File: src/hdl/ugli_mult.sv
`default_nettype none
module ugli_mult (
    input  wire logic [31:0] i_a,
    input  wire logic [31:0] i_b,
    output logic      [63:0] o_p
);

    assign o_p = 64'(i_a) * 64'(i_b);

endmodule
`default_nettype wire

File: config.mk
export PLATFORM = sky130hd
export DESIGN_NAME = ugli_mult
export DESIGN_NICKNAME = d
export VERILOG_FILES = /design/src/hdl/ugli_mult.sv
export SDC_FILE = /design/constraint.sdc
export NUM_CORES = 2
export LEC_CHECK = 0
export BUFFER_PORTS_ARGS = -buffer_cell sky130_fd_sc_hd__buf_2
export CORE_UTILIZATION = 65
export DETAILED_ROUTE_END_ITERATION = 6
export PLACE_DENSITY = 0.92
export SYNTH_ARGS = -nofsm -noshare
export SYNTH_HDL_FRONTEND = slang
export SYNTH_SLANG_ARGS = --single-unit
File: constraint.sdc
create_clock -name vclk -period 9.2
set_input_delay 0 -clock vclk [all_inputs]
set_output_delay 0 -clock vclk [all_outputs]
set_load 0.01 [all_outputs]
# Yosys cells after proc, flatten, opt, wreduce, memory -nomap -nowiden
# Index checks and enable logic that the tools add are counted.
# word_totals
regBits	0
inputBits	64
out_inout_bits	64
elab_cells	1
# classes
multipliers	1
# ops
cell	count
32-bit by 32-bit multiplier with 64-bit output	1

# Logic depth before layout (Yosys ltp)
# logic_depth
word_depth	1
depth_mapped	28
ltp_nobuf	27

# Worst setup path before layout
# Ideal clock, no wire load.
# synth_path
path_kind	input to output
start	input port i_a[25]
end	output port o_p[57]
t_arrival_ns	6.665
required_time_ns	9.200
path_slack_ns	2.535
cell_stages	26
n_path_buf	2
cell_sequence	clkbuf_1 nand2_1 fa_1 inv_1 fa_1 inv_1 fa_1 inv_1 fa_1 fa_1 inv_1 fa_1 fa_1 fa_1 inv_1 ha_1 clkbuf_1 a21oi_1 o21ai_0 a221o_1 a21oi_1 o22a_1 a21oi_1 a211oi_1 o21ai_0 xor2_1
# synth_between
elab_chain_cells	1
# synth_rtl
item	line_no	source
start: declaration	3	input wire logic [31:0] i_a,
32-bit by 32-bit multiplier with 64-bit output	8	assign o_p = 64'(i_a) * 64'(i_b);
end: declaration	5	output logic [63:0] o_p
# Every way passes these cells.

# Worst setup path after layout
# layout_path
start	input port i_b[2]
end	output port o_p[50]
# layout_between
elab_chain_cells	1
# layout_rtl
item	line_no	source
start: declaration	4	input wire logic [31:0] i_b,
32-bit by 32-bit multiplier with 64-bit output	8	
# Every way passes these cells.

==> results.ini <==
[floorplanning]
fp.dieArea_um2=52190
core_area_um2=50380
die_y_um=228.5
start_util_pct=66.17
row_count=82
ios=128
die_w_um=228.5

[final_layout]
clkbuf_count=0
fin_cells=4287
final_nets=4837
seqCellArea_um2=0
drive_gt1_share_pct=4.319
multi_input_area_um2=29230
syn_to_final_growth_pct=2.136
nFillCells=3436
seq_cells=0

[setup_path]
critPathArrivalTime_ns=8.35
endpoint_kind=primary output
worstPathRequired_ns=9.20
critPathLaunchType=primary input
worstSetupPathType=in -> out
critPathLaunch=i_b[2]
cp_max_fo=32
worst-path-buf-inv=4
critPathSlowestCell=fa_1
slowest_delay_ns=0.58
cpMostUsedCell=fa_1
critPathTopFamily=adder cells
path_cells=buf_2 -> and2_1 -> fa_1 -> inv_1 -> fa_1 -> fa_1 -> fa_1 -> inv_1 -> fa_1 -> fa_1 -> fa_1 -> fa_1 -> ha_1 -> nand2_1 -> nor2_1 -> a21oi_1 -> o221ai_1 -> a21oi_1 -> o41ai_2 -> a21boi_0 -> o21ba_2 -> xnor2_1 -> buf_2

[route]
detail_route.wl_per_cell_um=21.19
route.detailed.drc=0
routed_wl_um=90850
drtIter0Drc=2841
vias=25610
firstDrtPassIters=6
via_per_inst=5.974
ant_nets=0

[logic_synthesis]
synth.distinct_cells=56
yosys_warnings=0
yosysSeqAreaShare_pct=0
synth_nets=4920
syn-cell-area_um2=33330
netlist_instances=3697
avgSynthCellArea_um2=9.016

[clocking]
cts_resized=0
ctsHoldBuffers=0
cts_setup_buffers=0

[worst_hold_path]
min_path_type=in -> out
min_path_cells=3
min_from=i_a[0]
holdPathEnd=o_p[0]

[timing]
fmax_mhz=119.8
period_needed_ns=8.345
hold_viol_final=0
fin_tns_setup_ns=0
slew_viol_final=0
min_period_over_period_pct=90.71
slew_headroom_pct=8.426
worst_slew_pin_slew_ns=1.361
setup_violations=0
rsz0062_at_grt=no

[place]
io_buffer_count=128
dp_cells=4283
place_congestion=1.032
dp_hpwl_um=75390

[global_routing]
antenna_found_initial=2
grt_overflow_total=0
grt_pass1_vias=28430
track_usage_pct=36.36
grt_max_degree=33
grt_pass1_wl_um=148000

[run_status]
run_status=complete, no violations

[job]
max_cap_violations=0

-- cells by family (layout without fill, tap and decap cells) --
family / Yosys count / in the layout / share of synthesized area [%]
AO/OA/AOI/OAI: 214 / 214 / 4.227
XOR/XNOR: 63 / 63 / 1.655
adder cells (fa/ha/maj): 1159 / 1159 / 63.68
buffers and inverters: 1090 / 1005 / 12.30
other: 0 / 3 / 0
AND/OR/NAND/NOR: 1171 / 1171 / 18.14
-- worst min-delay path, delay by kind of cell --
family	cells	cell delay [ns]
buffers and inverters	2	0.43
AND/OR/NAND/NOR	1	0.23
-- how the worst max path moves through the flow --
stage,endpoint,slack [ns],cells past startpoint
2_1_floorplan,o_p[57],2.53,26
3_3_place_gp,o_p[57],1.29,25
3_5_place_dp,o_p[57],1.19,25
4_1_cts,o_p[57],1.15,25
5_1_grt,o_p[57],0.75,25
6_report,o_p[50],0.85,23
-- per-layer routing --
layer / vias up / global-route usage [%] / share of wire, %
met5: - / 0 / 0.028
met4: 4 / 14.37 / 4.7
met3: 441 / 13.22 / 15
met2: 1922 / 57.54 / 46
met1: 12760 / 45.60 / 34
li1: 10490 / - / -
-- area by class of cell --
type,instances,area share (%)
inverter,869,9.581
antenna,3,0.02205
multi-input combinational,2607,85.87
timing repair buffer,136,2.058
tap,672,2.470
-- synth_stat cells, types with 6 or more instances --
cell	n	share of area, %
inv_1	869	9.8
and2_1	599	11
xnor2_1	38	1.0
o21ai_0	46	0.69
nor2_1	31	0.35
fa_1	896	54
nand3_1	7	0.11
nand4_1	24	0.45
nand2_1	484	5.5
xor2_1	25	0.66
clkbuf_1	214	2.4
ha_1	263	9.9
a21oi_1	81	1.2
a21o_1	19	0.43
buf_2	6	0.090
o21bai_1	14	0.32
-- stage by stage --
| stage | util, % | cell area (um^2) | hold slack (ns) | worst slack (ns) |
|---|---|---|---|---|
| 2_1_floorplan | - | 33330 | 0.1498 | 2.535 |
| 3_3_place_gp | 67.55 | 34030 | 0.6589 | 1.287 |
| 3_5_place_dp | 67.55 | 34030 | 0.6518 | 1.186 |
| 4_1_cts | 67.55 | 34030 | 0.6562 | 1.151 |
| 5_1_grt | 67.57 | 34040 | 0.6938 | 0.7526 |
| 6_report | 67.58 | 34050 | 0.6638 | 0.8549 |
-- layout by cell type, fill, tap and decap left out, types with 3 or more instances in the layout --
cell type    n
and3_1       5
o21ai_0     46
diode_2      3
fa_1       896
buf_4        7
xor2_1      25
a211o_1      3
o21a_1       4
ha_1       263
nand2_1    484
nand2b_1     3
and2_1     599
nor2_1      31
nand3_1      7
inv_1      869
buf_2      128
o21bai_1    14
a221oi_2     3
a21o_1      19
nand4_1     24
nor2b_1      5
a31oi_1      5
a211oi_1     3
o221ai_1     4
xnor2_1     38
a21oi_1     81
nor3_1       5
o211ai_1     3
a21boi_0     5
