--- src/hdl/ugli_pkg.sv ---
`default_nettype none
package ugli_pkg;

    localparam int TABLE_DEPTH = 256;
    localparam int IDX_W       = $clog2(TABLE_DEPTH);
    localparam int PT_W        = 9;
    localparam int STEP_W      = 31;
    localparam int SPAN_W      = IDX_W + STEP_W;
    localparam int VAL_W       = 16;

    localparam int NORM_STEPS  = 5;
    localparam int FRAC_STEPS  = 16;
    localparam int DIV_BITS    = IDX_W + 16;

    localparam logic [31:0] LOG10_OF_2_Q32 = 32'd1292913986;

    localparam logic MODE_WRITE = 1'b0;
    localparam logic MODE_EVAL  = 1'b1;

    localparam logic [1:0] CFG_LOG_MODE    = 2'd0;
    localparam logic [1:0] CFG_GRID_START  = 2'd1;
    localparam logic [1:0] CFG_GRID_STEP   = 2'd2;
    localparam logic [1:0] CFG_POINT_COUNT = 2'd3;

    typedef enum logic [3:0] {
        S_IDLE,
        S_SPAN,
        S_NORM,
        S_SQUARE,
        S_SCALE,
        S_ROUND,
        S_CHECK,
        S_DIV,
        S_LOAD_LO,
        S_LOAD_HI,
        S_MUL_HI,
        S_FINISH
    } t_state;

    typedef struct packed {
        logic             we;
        logic [IDX_W-1:0] waddr;
        logic [VAL_W-1:0] wdata;
        logic             re;
        logic [IDX_W-1:0] raddr;
    } t_tbl_req;

endpackage
`default_nettype wire

--- src/hdl/ugli_table.sv ---
`default_nettype none
module ugli_table (
    input  wire logic                       i_clk,
    input  wire ugli_pkg::t_tbl_req         i_req,
    output logic [ugli_pkg::VAL_W-1:0]      o_rdata
);

    logic [ugli_pkg::VAL_W-1:0] r_mem [ugli_pkg::TABLE_DEPTH];
    logic [ugli_pkg::VAL_W-1:0] r_rdata;

    always_ff @(posedge i_clk) begin
        if (i_req.we) begin
            r_mem[i_req.waddr] <= i_req.wdata;
        end
        if (i_req.re) begin
            r_rdata <= r_mem[i_req.raddr];
        end
    end

    assign o_rdata = r_rdata;

endmodule
`default_nettype wire

--- config.mk ---
export PLATFORM = sky130hd
export DESIGN_NAME = ugli_table
export DESIGN_NICKNAME = d
export VERILOG_FILES = /design/src/hdl/ugli_pkg.sv /design/src/hdl/ugli_table.sv
export SDC_FILE = /design/constraint.sdc
export NUM_CORES = 2
export LEC_CHECK = 0
export BUFFER_PORTS_ARGS = -buffer_cell sky130_fd_sc_hd__buf_2
export CAP_MARGIN = 30
export CORE_MARGIN = 2
export CORE_UTILIZATION = 55
export CTS_CLUSTER_DIAMETER = 100
export DETAILED_ROUTE_END_ITERATION = 12
export PLACE_DENSITY = 0.78
export SLEW_MARGIN = 10
export SYNTH_ARGS = -nofsm -noshare
export SYNTH_HDL_FRONTEND = slang
export SYNTH_SLANG_ARGS = --single-unit
--- constraint.sdc ---
create_clock -name i_clk -period 8.4 [get_ports i_clk]
set_clock_uncertainty 0.05 [all_clocks]
set_input_delay 1.26 -clock i_clk [delete_from_list [all_inputs] [get_ports i_clk]]
set_output_delay 1.26 -clock i_clk [all_outputs]
set_load 0.01 [all_outputs]
; ---- After elaboration in Yosys (flattened, before gate mapping)
; Memories as Yosys holds them, arrays and structs flattened. A register that Yosys moved wholly into a read port is not among the register bits.
; Cells that the tools add are included.
[word_totals]
register_bits = 0
mem_bits_rw = 4096
in_bits = 35
output_inout_bits = 16
elab_cells = 3
memories = 1
[mem_list]
columns = name, depth, word_bits, rd, rd_clocked_by_memory_dff, write_ports, line_no
row1 = r_mem, 256, 16, 1, 1, 1, ugli_table.sv:8  ; logic [ugli_pkg::VAL_W-1:0] r_mem [ugli_pkg::TABLE_DEPTH];
[classes]
n_mux = 2
[ops]
columns = operator, count
row1 = 2-to-1 mux 1 bit, 2

; ---- Depth between registers and ports, before layout
[logic_depth]
ltp_word = 2
depth_mapped = 12
mapped_depth_nobuf = 6

; ---- Worst setup path before layout
; OpenSTA, ideal clock, no wires.
[synth_timing]
kind = input to register
startpoint = input i_req[0] in the netlist's numbering
endpoint = register r_rdata (netlist bit o_rdata[4]) (read register of r_mem) (data pin)
setup_time_ns = 0.265
arrival_time_ns = 3.244
required_time_ns = 8.085
slack_ns = 4.841
stages = 8
path_buffers = 3
cell_sequence = buf_6 -> buf_6 -> buf_2 -> mux4_2 -> mux4_2 -> a22o_1 -> o32ai_2 -> nor4_2
[synth_lines]
columns = item, line_no
row1 = "start, declared", ugli_table.sv:4  ; input wire ugli_pkg::t_tbl_req i_req,
row2 = "end, declared", ugli_table.sv:9  ; logic [ugli_pkg::VAL_W-1:0] r_rdata;

==> flow_metrics.env <==
export IMPL_max_cap_viol_count=0
export IMPL_cts_setup_buffers=0
export IMPL_die_w_microns=541
export IMPL_synthFlopType="edfxtp_1"
export IMPL_critPathLaunchType="primary input"
export IMPL_r2r_cells=6
export IMPL_synth_cell_types=51
export IMPL_finalMaxSlewViolations=0
export IMPL_cts_repair_resized=0
export IMPL_fillers=18100
export IMPL_crit_end="o_rdata[9]$_DFFE_PP_"
export IMPL_vias=82400
export IMPL_start_util_pct=55.2
export IMPL_clock_sinks=4112
export IMPL_worstPathArrival_ns=5.72
export IMPL_pin_count=51
export IMPL_cp_top_family="simple AND/OR/NAND/NOR gates"
export IMPL_cts_made_buffers=389
export IMPL_dr_pass1_iters=8
export IMPL_instances_no_fill=11900
export IMPL_drt_iter0_drc=14100
export IMPL_grt_pass1_vias=81400
export IMPL_yosys_area_share_simple_pct=1.57
export IMPL_fmax_ghz=0.197
export IMPL_overflow=0
export IMPL_synthToLayoutAreaGrowth_pct=11.8
export IMPL_crit_chain="buf_8 -> nand2b_4 -> buf_4 -> buf_4 -> o221ai_1 -> o32ai_1 -> a21oi_1 -> nand4_1 -> nor4_1"
export IMPL_grt_max_degree=166
export IMPL_worst_ir_drop_vdd_mv=0.185
export IMPL_routed_wirelength_mm=422
export IMPL_status="finished clean"
export IMPL_synth_compound_area_share_pct=3.53
export IMPL_syn_inst=7360
export IMPL_antenna_found_initial=20
export IMPL_cts_tree="yes"
export IMPL_dpl_hpwl_mm=230
export IMPL_die_area_sq_um=293000
export IMPL_clk_path_buf_depth=4
export IMPL_synthAdderAreaFrac_pct=0
export IMPL_crit_start="i_req[1]"
export IMPL_io_buffers=50
export IMPL_yosys_top_cells_area="edfxtp_1 78%, mux4_2 11%, mux2i_1 3.6%"
export IMPL_r2r_slack_ns=5.01
export IMPL_required_ns=9.04
export IMPL_async_reset_ff_share_pct=0
export IMPL_slowest_stage="nand4_1"
export IMPL_path_buf_inv=3
export IMPL_p_leak_nw=56.2
export IMPL_path_class="primary input to flop"
export IMPL_yosysMostFrequentCell="edfxtp_1"
export IMPL_syn_num_nets=7395
export IMPL_syn_area_sq_um=159000
export IMPL_syn_avg_cell_area_sq_um=21.6
export IMPL_slowest_delay_ns=0.68
export IMPL_yosys_mux_area_fraction_pct=15.5
export IMPL_hold_viol=0
export IMPL_yosysTopAreaCell="edfxtp_1"
export IMPL_insertion_delay_ns=0.93
export IMPL_synth_top_family_by_area="multiplexers"
export IMPL_max_slew_margin_pct=6.69
export IMPL_rows=197
export IMPL_drc=0
export IMPL_synth_seq_cells=4112
export IMPL_worst_pin_slew_ns=1.40
export IMPL_critPathCaptureType="flop"
export IMPL_fin_crit_sh_pct=60.5
export IMPL_holdBufCountCts=0
export IMPL_dieHeight_microns=541
export IMPL_synth_edff_count=4112
export IMPL_drive_above_1_share_pct=23.8
export IMPL_grt_pass1_wl_mm=595
export IMPL_gp_congestion=0.898
export IMPL_synth_common_cells="4112 x edfxtp_1, 797 x mux4_2, 565 x mux2i_1, 304 x nor2_1, 252 x o221ai_1"
export IMPL_cp_num_cells=9
export IMPL_htreeDepth=5
export IMPL_yosys_area_share_xor_xnor_pct=0
export IMPL_power_density_nw_per_um2=237
export IMPL_crit_path_max_fanout=84
export IMPL_routed_via_density=6.95
export IMPL_hold_class="primary input to flop"
export IMPL_core_region_area_sq_um=288000
export IMPL_ant_nets=0
export IMPL_synth_top_cell_area_share_pct=77.7
export IMPL_min_period_ns=5.08
export IMPL_ys_seq_area_share_pct=77.7
export IMPL_cp_common_cell="buf_4"
export IMPL_reg2reg_to="o_rdata[3]$_DFFE_PP_"
export IMPL_finish_utilization_pct=61.7
export IMPL_nets=7790
export IMPL_timing_setup_tns_ns=0
export IMPL_timing_rr_start="r_mem[131][3]$_DFFE_PP_"
export IMPL_rsz0062_at_grt="no"
export IMPL_setup_viol_count_final=0
export IMPL_wl_per_cell_microns=35.6
export IMPL_clk_pin_slew_ns=0.06
export IMPL_root_buffer="clkbuf_16"
export IMPL_dp_cells=11100
export IMPL_ys_warn_count=0
export IMPL_grt_usage_pct=28.5
cells in the final DEF, fill, tap and decap left out, types with 16 or more instances in the layout:
master     synthesis  routed
a21oi_1          175     175
nand3_1           35      29
clkbuf_16          0     398
o31ai_1           16      16
clkinv_1           0      82
nor2_1           304     285
bufinv_16          0      37
nand2_1           38      38
mux2i_1          565     565
edfxtp_1        4112    4112
mux2_2            88      88
nand4_1           26      26
buf_12             5      28
a221oi_1          28      28
a22oi_1           43      43
diode_2            0      16
nor3_1            92      90
o221ai_1         252     252
a22o_1            32      32
clkinv_2           0      70
buf_4             26     342
buf_8             11      31
o32ai_1           20      20
o22ai_1          148     148
nor2_2             0      19
buf_2             76      37
mux4_2           797     797
nor4_1            17      16
clkbuf_1         230      75
o21ai_0           37      37
a211oi_1          18      18
flip-flops by register name, summed over array words and instances, names as in the netlist:
register / count
r_mem: 4096
o_rdata: 16
logic make-up (layout without fill, tap and decap cells):
group	Yosys count	in the layout
buffers and inverters	456	1153
other	0	16
and+or+nand+nor	556	556
DFF	4112	4112
muxes	1450	1450
AOI/OAI and AO/OA	786	786
layout make-up:
class / count / area, sq um / share of cell area, %
Timing Repair Buffer: 456 / 4110 / 2.32
Tap cell: 3781 / 4730 / 2.66
Multi-Input combinational cell: 2792 / 32800 / 18.5
Inverter: 4 / 25.0 / 0.0141
Clock buffer: 473 / 10200 / 5.77
Sequential cell: 4112 / 123000 / 69.5
Antenna cell: 16 / 40.0 / 0.0225
Clock inverter: 220 / 2100 / 1.19
worst reg2reg max path, stage by stage (launching register included):
cell	delay (ns)
edfxtp_1	0.37
mux4_2	0.48
mux2_2	0.31
a221oi_1	0.71
o31ai_1	0.39
o32ai_1	0.65
nor4_1	0.15
report_power, final:
| part | internal (mW) | switching [mW] | leakage (nW) |
|---|---|---|---|
| Sequential | 22.6 | 0.0324 | 37.0 |
| Clock | 9.81 | 7.48 | 6.05 |
| Combinational | 0.685 | 1.37 | 13.2 |
| Total | 33.1 | 8.88 | 56.2 |
worst min path at each step:
| stage | startpoint | end | slack, ns | depth (start not counted) |
|---|---|---|---|---|
| after floorplan | r_mem[232][1]$_DFFE_PP_ | o_rdata[1]$_DFFE_PP_ | 0.92 | 6 |
| after global placement | r_mem[194][3]$_DFFE_PP_ | o_rdata[3]$_DFFE_PP_ | 1.09 | 6 |
| after detailed placement | r_mem[210][13]$_DFFE_PP_ | o_rdata[13]$_DFFE_PP_ | 1.11 | 6 |
| after CTS | i_req[10] | r_mem[247][1]$_DFFE_PP_ | 0.74 | 1 |
| after global routing | i_req[11] | r_mem[245][2]$_DFFE_PP_ | 0.76 | 1 |
| final | i_req[11] | r_mem[245][2]$_DFFE_PP_ | 0.74 | 1 |
metal layers:
layer	GRT usage, %	routed length [microns]	up-vias
li1	-	-	32100
met1	37.4	143000	42500
met2	44.8	201000	6730
met3	6.96	52700	1123
met4	14.3	24500	10
met5	0	72	-
stage by stage:
| stage | area, sq um | total power, mW | setup WS [ns] | hold slack (ns) |
|---|---|---|---|---|
| finish | 178000 | 42.0 | 3.32 | 0.744 |
| global route | 178000 | 42.9 | 3.46 | 0.756 |
| CTS | 177000 | 42.0 | 3.73 | 0.739 |
| detailed placement | 165000 | 25.1 | 2.72 | 1.11 |
| global placement | 165000 | 25.0 | 2.70 | 1.09 |
| floorplan | 159000 | 24.2 | 4.84 | 0.923 |
Note: power is estimated with default switching activity, not from simulation.
